File: src/rtl/sfd_pkg.sv
// sfd_pkg: shared constants, register and mode codes, configuration struct
`timescale 1ns / 1ps

package sfd_pkg;

  localparam int SAMPLE_BITS = 24;
  localparam int MAIN_DEPTH  = 131072;
  localparam int HAAS_DEPTH  = 2048;

  localparam int MAIN_AW = $clog2(MAIN_DEPTH);
  localparam int HAAS_AW = $clog2(HAAS_DEPTH);

  // two samples per word, padded up to whole bytes
  localparam int TDATA_W = ((2 * SAMPLE_BITS + 7) / 8) * 8;

  localparam int PADDR_W = 5;

  localparam logic [2:0] REG_MODE     = 3'd0;
  localparam logic [2:0] REG_LEFT_DLY = 3'd1;
  localparam logic [2:0] REG_RIGHT_DLY = 3'd2;
  localparam logic [2:0] REG_HAAS_DLY = 3'd3;
  localparam logic [2:0] REG_FB_GAIN  = 3'd4;
  localparam logic [2:0] REG_WET_MIX  = 3'd5;

  localparam logic [1:0] MODE_STEREO   = 2'd0;
  localparam logic [1:0] MODE_PINGPONG = 2'd1;
  localparam logic [1:0] MODE_HAAS     = 2'd2;

  typedef struct packed {
    logic [1:0]  mode;
    logic [16:0] left_delay;
    logic [16:0] right_delay;
    logic [10:0] haas_delay;
    logic [14:0] feedback_gain;
    logic [15:0] wet_mix;
  } cfg_t;

endpackage

File: src/rtl/sfd_regs.sv
// sfd_regs: apb register file holding the delay configuration
`timescale 1ns / 1ps

module sfd_regs (
  input  logic                        clk,
  input  logic                        rst,
  input  logic                        psel,
  input  logic                        penable,
  input  logic                        pwrite,
  input  logic [sfd_pkg::PADDR_W-1:0] paddr,
  input  logic [31:0]                 pwdata,
  output logic [31:0]                 prdata,
  output logic                        pready,
  output sfd_pkg::cfg_t               cfg
);
  import sfd_pkg::*;

  logic [2:0] idx;
  logic       wr;

  assign idx    = paddr[PADDR_W-1:2];
  assign wr     = psel && penable && pwrite && pready;
  assign pready = 1'b1;

  always_ff @(posedge clk) begin
    if (rst) begin
      cfg.mode          <= MODE_STEREO;
      cfg.left_delay    <= 17'd24000;
      cfg.right_delay   <= 17'd24000;
      cfg.haas_delay    <= 11'd480;
      cfg.feedback_gain <= 15'd16384;
      cfg.wet_mix       <= 16'd16384;
    end else if (wr) begin
      unique case (idx)
        REG_MODE:      cfg.mode          <= pwdata[1:0];
        REG_LEFT_DLY:  cfg.left_delay    <= pwdata[16:0];
        REG_RIGHT_DLY: cfg.right_delay   <= pwdata[16:0];
        REG_HAAS_DLY:  cfg.haas_delay    <= pwdata[10:0];
        REG_FB_GAIN:   cfg.feedback_gain <= pwdata[14:0];
        REG_WET_MIX:   cfg.wet_mix       <= pwdata[15:0];
        default: ;
      endcase
    end
  end

  always_comb begin
    unique case (idx)
      REG_MODE:      prdata = 32'(cfg.mode);
      REG_LEFT_DLY:  prdata = 32'(cfg.left_delay);
      REG_RIGHT_DLY: prdata = 32'(cfg.right_delay);
      REG_HAAS_DLY:  prdata = 32'(cfg.haas_delay);
      REG_FB_GAIN:   prdata = 32'(cfg.feedback_gain);
      REG_WET_MIX:   prdata = 32'(cfg.wet_mix);
      default:       prdata = 32'd0;
    endcase
  end

endmodule

File: config.mk
export PLATFORM = sky130hd
export DESIGN_NAME = sfd_regs
export DESIGN_NICKNAME = d
export VERILOG_FILES = /design/src/rtl/sfd_pkg.sv /design/src/rtl/sfd_regs.sv
export SDC_FILE = /design/constraint.sdc
export NUM_CORES = 1
export LEC_CHECK = 0
export ABC_CLOCK_PERIOD_IN_PS = 1180
export BUFFER_PORTS_ARGS = -buffer_cell sky130_fd_sc_hd__buf_2
export CAP_MARGIN = 25
export CORE_MARGIN = 2
export CORE_UTILIZATION = 48
export CTS_CLUSTER_DIAMETER = 60
export DETAILED_ROUTE_END_ITERATION = 10
export GPL_ROUTABILITY_DRIVEN = 0
export PLACE_DENSITY = 0.76
export SYNTH_ARGS = -nofsm -noshare
export SYNTH_HDL_FRONTEND = slang
export SYNTH_SLANG_ARGS = --single-unit
File: constraint.sdc
create_clock -name clk -period 1.18 [get_ports clk]
set_clock_uncertainty 0.1 [all_clocks]
set_input_delay 0.059 -clock clk [delete_from_list [all_inputs] [get_ports clk]]
set_output_delay 0.059 -clock clk [all_outputs]
set_load 0.01 [all_outputs]
==> impl_metrics.tcl <==
set metrics [dict create \
    die_h_microns 93.49 \
    holdWs_ns 0.05640 \
    regToRegEndpoint "cfg[53]" \
    diodes 0 \
    yosys_register_bits 78 \
    area_growth_pct 39.68 \
    gr-usage-all-layers 0.2788 \
    synth.most_common_cell "dfxtp_1" \
    endpoint "prdata[1]" \
    grt_pass1_wl_microns 19260 \
    synthSimpleGateAreaFrac 0.1637 \
    multi_input_area_sq_um 2048 \
    dp.cells 673 \
    startpoint "cfg[60]" \
    cts_tree "yes" \
    vias 4090 \
    pre_cts_ws_ns -0.1566 \
    arrival_ns 1.42 \
    io-pin-count 153 \
    outcome "finished, violations left" \
    max_cap_violations 0 \
    cts-buffers-inserted 9 \
    hold_viol 0 \
    rrSetupSlack_ns 0.29 \
    drv_slew 0 \
    synth_top_family_by_area "compound AO/OA/AOI/OAI gates" \
    synthFlopType "dfxtp_1" \
    num-fill-cells 594 \
    layoutNonFillerInstCount 717 \
    numPortBuffers 119 \
    muxShareOfSynthArea 0.1563 \
    syn_inst 441 \
    reg_top3 "cfg: 78 flops" \
    ys_warn_count 0 \
    vdd_drop_max_mv 0.6677 \
    root_buffer "clkbuf_8" \
    ys_top_cells_by_area "dfxtp_1 (41%), mux2i_1 (13%), a21oi_1 (6.3%)" \
    rows 32 \
    worstPathMaxFanout 2 \
    r2r-start "cfg[53]" \
    ant_nets 0 \
    synth_area_sq_um 3844 \
    clock.fmax_ghz 0.6353 \
    postSynth.asyncResetShare 0 \
    worst-setup-path-type "reg2out" \
    wl_per_cell_microns 17.41 \
    path_clk_slew_ns 0.08 \
    rsz0062_at_grt "true" \
    remaining_drc_errors 0 \
    hpwlAfterDp_microns 8335 \
    synth_fa_ha_area_frac 0 \
    clockBufferDepth 2 \
    synth-compound-area-share 0.1803 \
    nNetsFinal 652 \
    fin_ws_ns -0.3940 \
    r2r_cells 3 \
    core_area_sq_um 7727 \
    finalSetupViolCount 16 \
    start_kind "register" \
    synth-edff-count 0 \
    crit_path_end_kind "output port" \
    ys_types 32 \
    netlist.area_leader.share 0.4063 \
    vias_per_cell 5.704 \
    ys_seq_area_frac 0.4063 \
    powerDensity_nw_per_um2 1049 \
    fin_crit_ns 1.574 \
    syn_avg_cell_area_sq_um 8.716 \
    clk_latency_ns 0.35 \
    grt_max_degree 46 \
    wl_microns 12480 \
    largest_register_ffs 78 \
    overflow 0 \
    first_pass_iters 5 \
    crit_required_ns 1.02 \
    p_leak_nw 2.490 \
    hold_path_class "in2reg" \
    synth_common_cells "dfxtp_1 (78), mux2i_1 (51), a21oi_1 (48)" \
    violations "setup timing" \
    timing.final.crit_share 1.334 \
    grt_pass1_vias 3859 \
    largest-register "cfg" \
    cts_sinks 78 \
    initial_core_util 0.4974 \
    cts_max_level 3 \
    yosys.area.top_type "dfxtp_1" \
    first_iter_violations 374 \
    drive_above_1_share 0.4228 \
    synth_xor_area_frac 0 \
    antenna_found_initial 0 \
    die_w_microns 93.49 \
    die-area_sq_um 8739 \
    seq_area_sq_um 1609 \
]
cells in the final DEF, fill, tap and decap left out, types with 8 or more instances in the layout:
cell type,n
a21oi_1,48
nand3_1,47
buf_2,119
nand2b_1,23
dlygate4sd3_1,17
nor2_1,33
dfxtp_2,38
dfxtp_1,40
buf_4,57
buf_12,8
clkbuf_8,9
conb_1,16
mux2i_1,51
o21ai_1,10
o22ai_1,11
o21ai_0,36
per-layer routing:
metal / GRT usage / vias up / wire [microns]
met4: 0.1042 / 0 / 235
met3: 0.03707 / 28 / 970
met1: 0.3621 / 1949 / 5133
met5: 0 / - / 0
met2: 0.4712 / 241 / 6143
li1: - / 1872 / -
report_power, final:
part	switching [mW]	internal [mW]	total [mW]
Clock	1.04	1.20	2.24
Combinational	0.415	0.313	0.728
Sequential	0.0163	2.65	2.67
critical path: stages (launching register included):
cell and delay (ns):
dfxtp_1 0.34, mux4_2 0.48, inv_2 0.07, o22ai_2 0.05, buf_2 0.14
kinds of logic (layout without fill, tap and decap cells):
group | Yosys count | after routing
compound gates | 125 | 125
simple gates | 120 | 120
flops | 78 | 78
buf+inv | 59 | 219
mux | 57 | 57
other cells | 2 | 16
metrics by stage:
step	area, sq um	setup TNS, ns	util	total power [mW]
finish	5369	-3.497	0.6948	5.631
global route	5369	-4.395	0.6948	5.814
CTS	5294	-3.698	0.6851	5.608
detailed placement	4783	-8.954	0.6190	3.374
global placement	4783	-7.074	0.6190	3.364
floorplan	3896	0	-	3.112
how the worst min path moves through the flow:
stage	start	endpoint	depth (start not counted)
final	rst	cfg[40]	3
after global routing	rst	cfg[40]	3
after CTS	rst	cfg[5]	3
after detailed placement	pwdata[8]	cfg[8]	3
after global placement	pwdata[11]	cfg[27]	3
after floorplan	pwdata[16]	cfg[75]	2
timing repair:
item	in CTS	in global routing
pin swaps	7	12
resized for setup	30	21
hold buffers	17	0
setup buffers	9	2
setup endpoints to repair	17	17
endpoints found under the hold margin	78	0
cell type report:
| type | count | area share |
|---|---|---|
| Timing Repair Buffer | 201 | 0.2522 |
| Clock inverter | 7 | 0.01841 |
| Sequential cell | 78 | 0.2997 |
| Tap cell | 102 | 0.02377 |
| Clock buffer | 9 | 0.02307 |
| Multi-Input combinational cell | 318 | 0.3815 |
| Inverter | 2 | 0.001398 |
(Power assumes the default switching activity.)
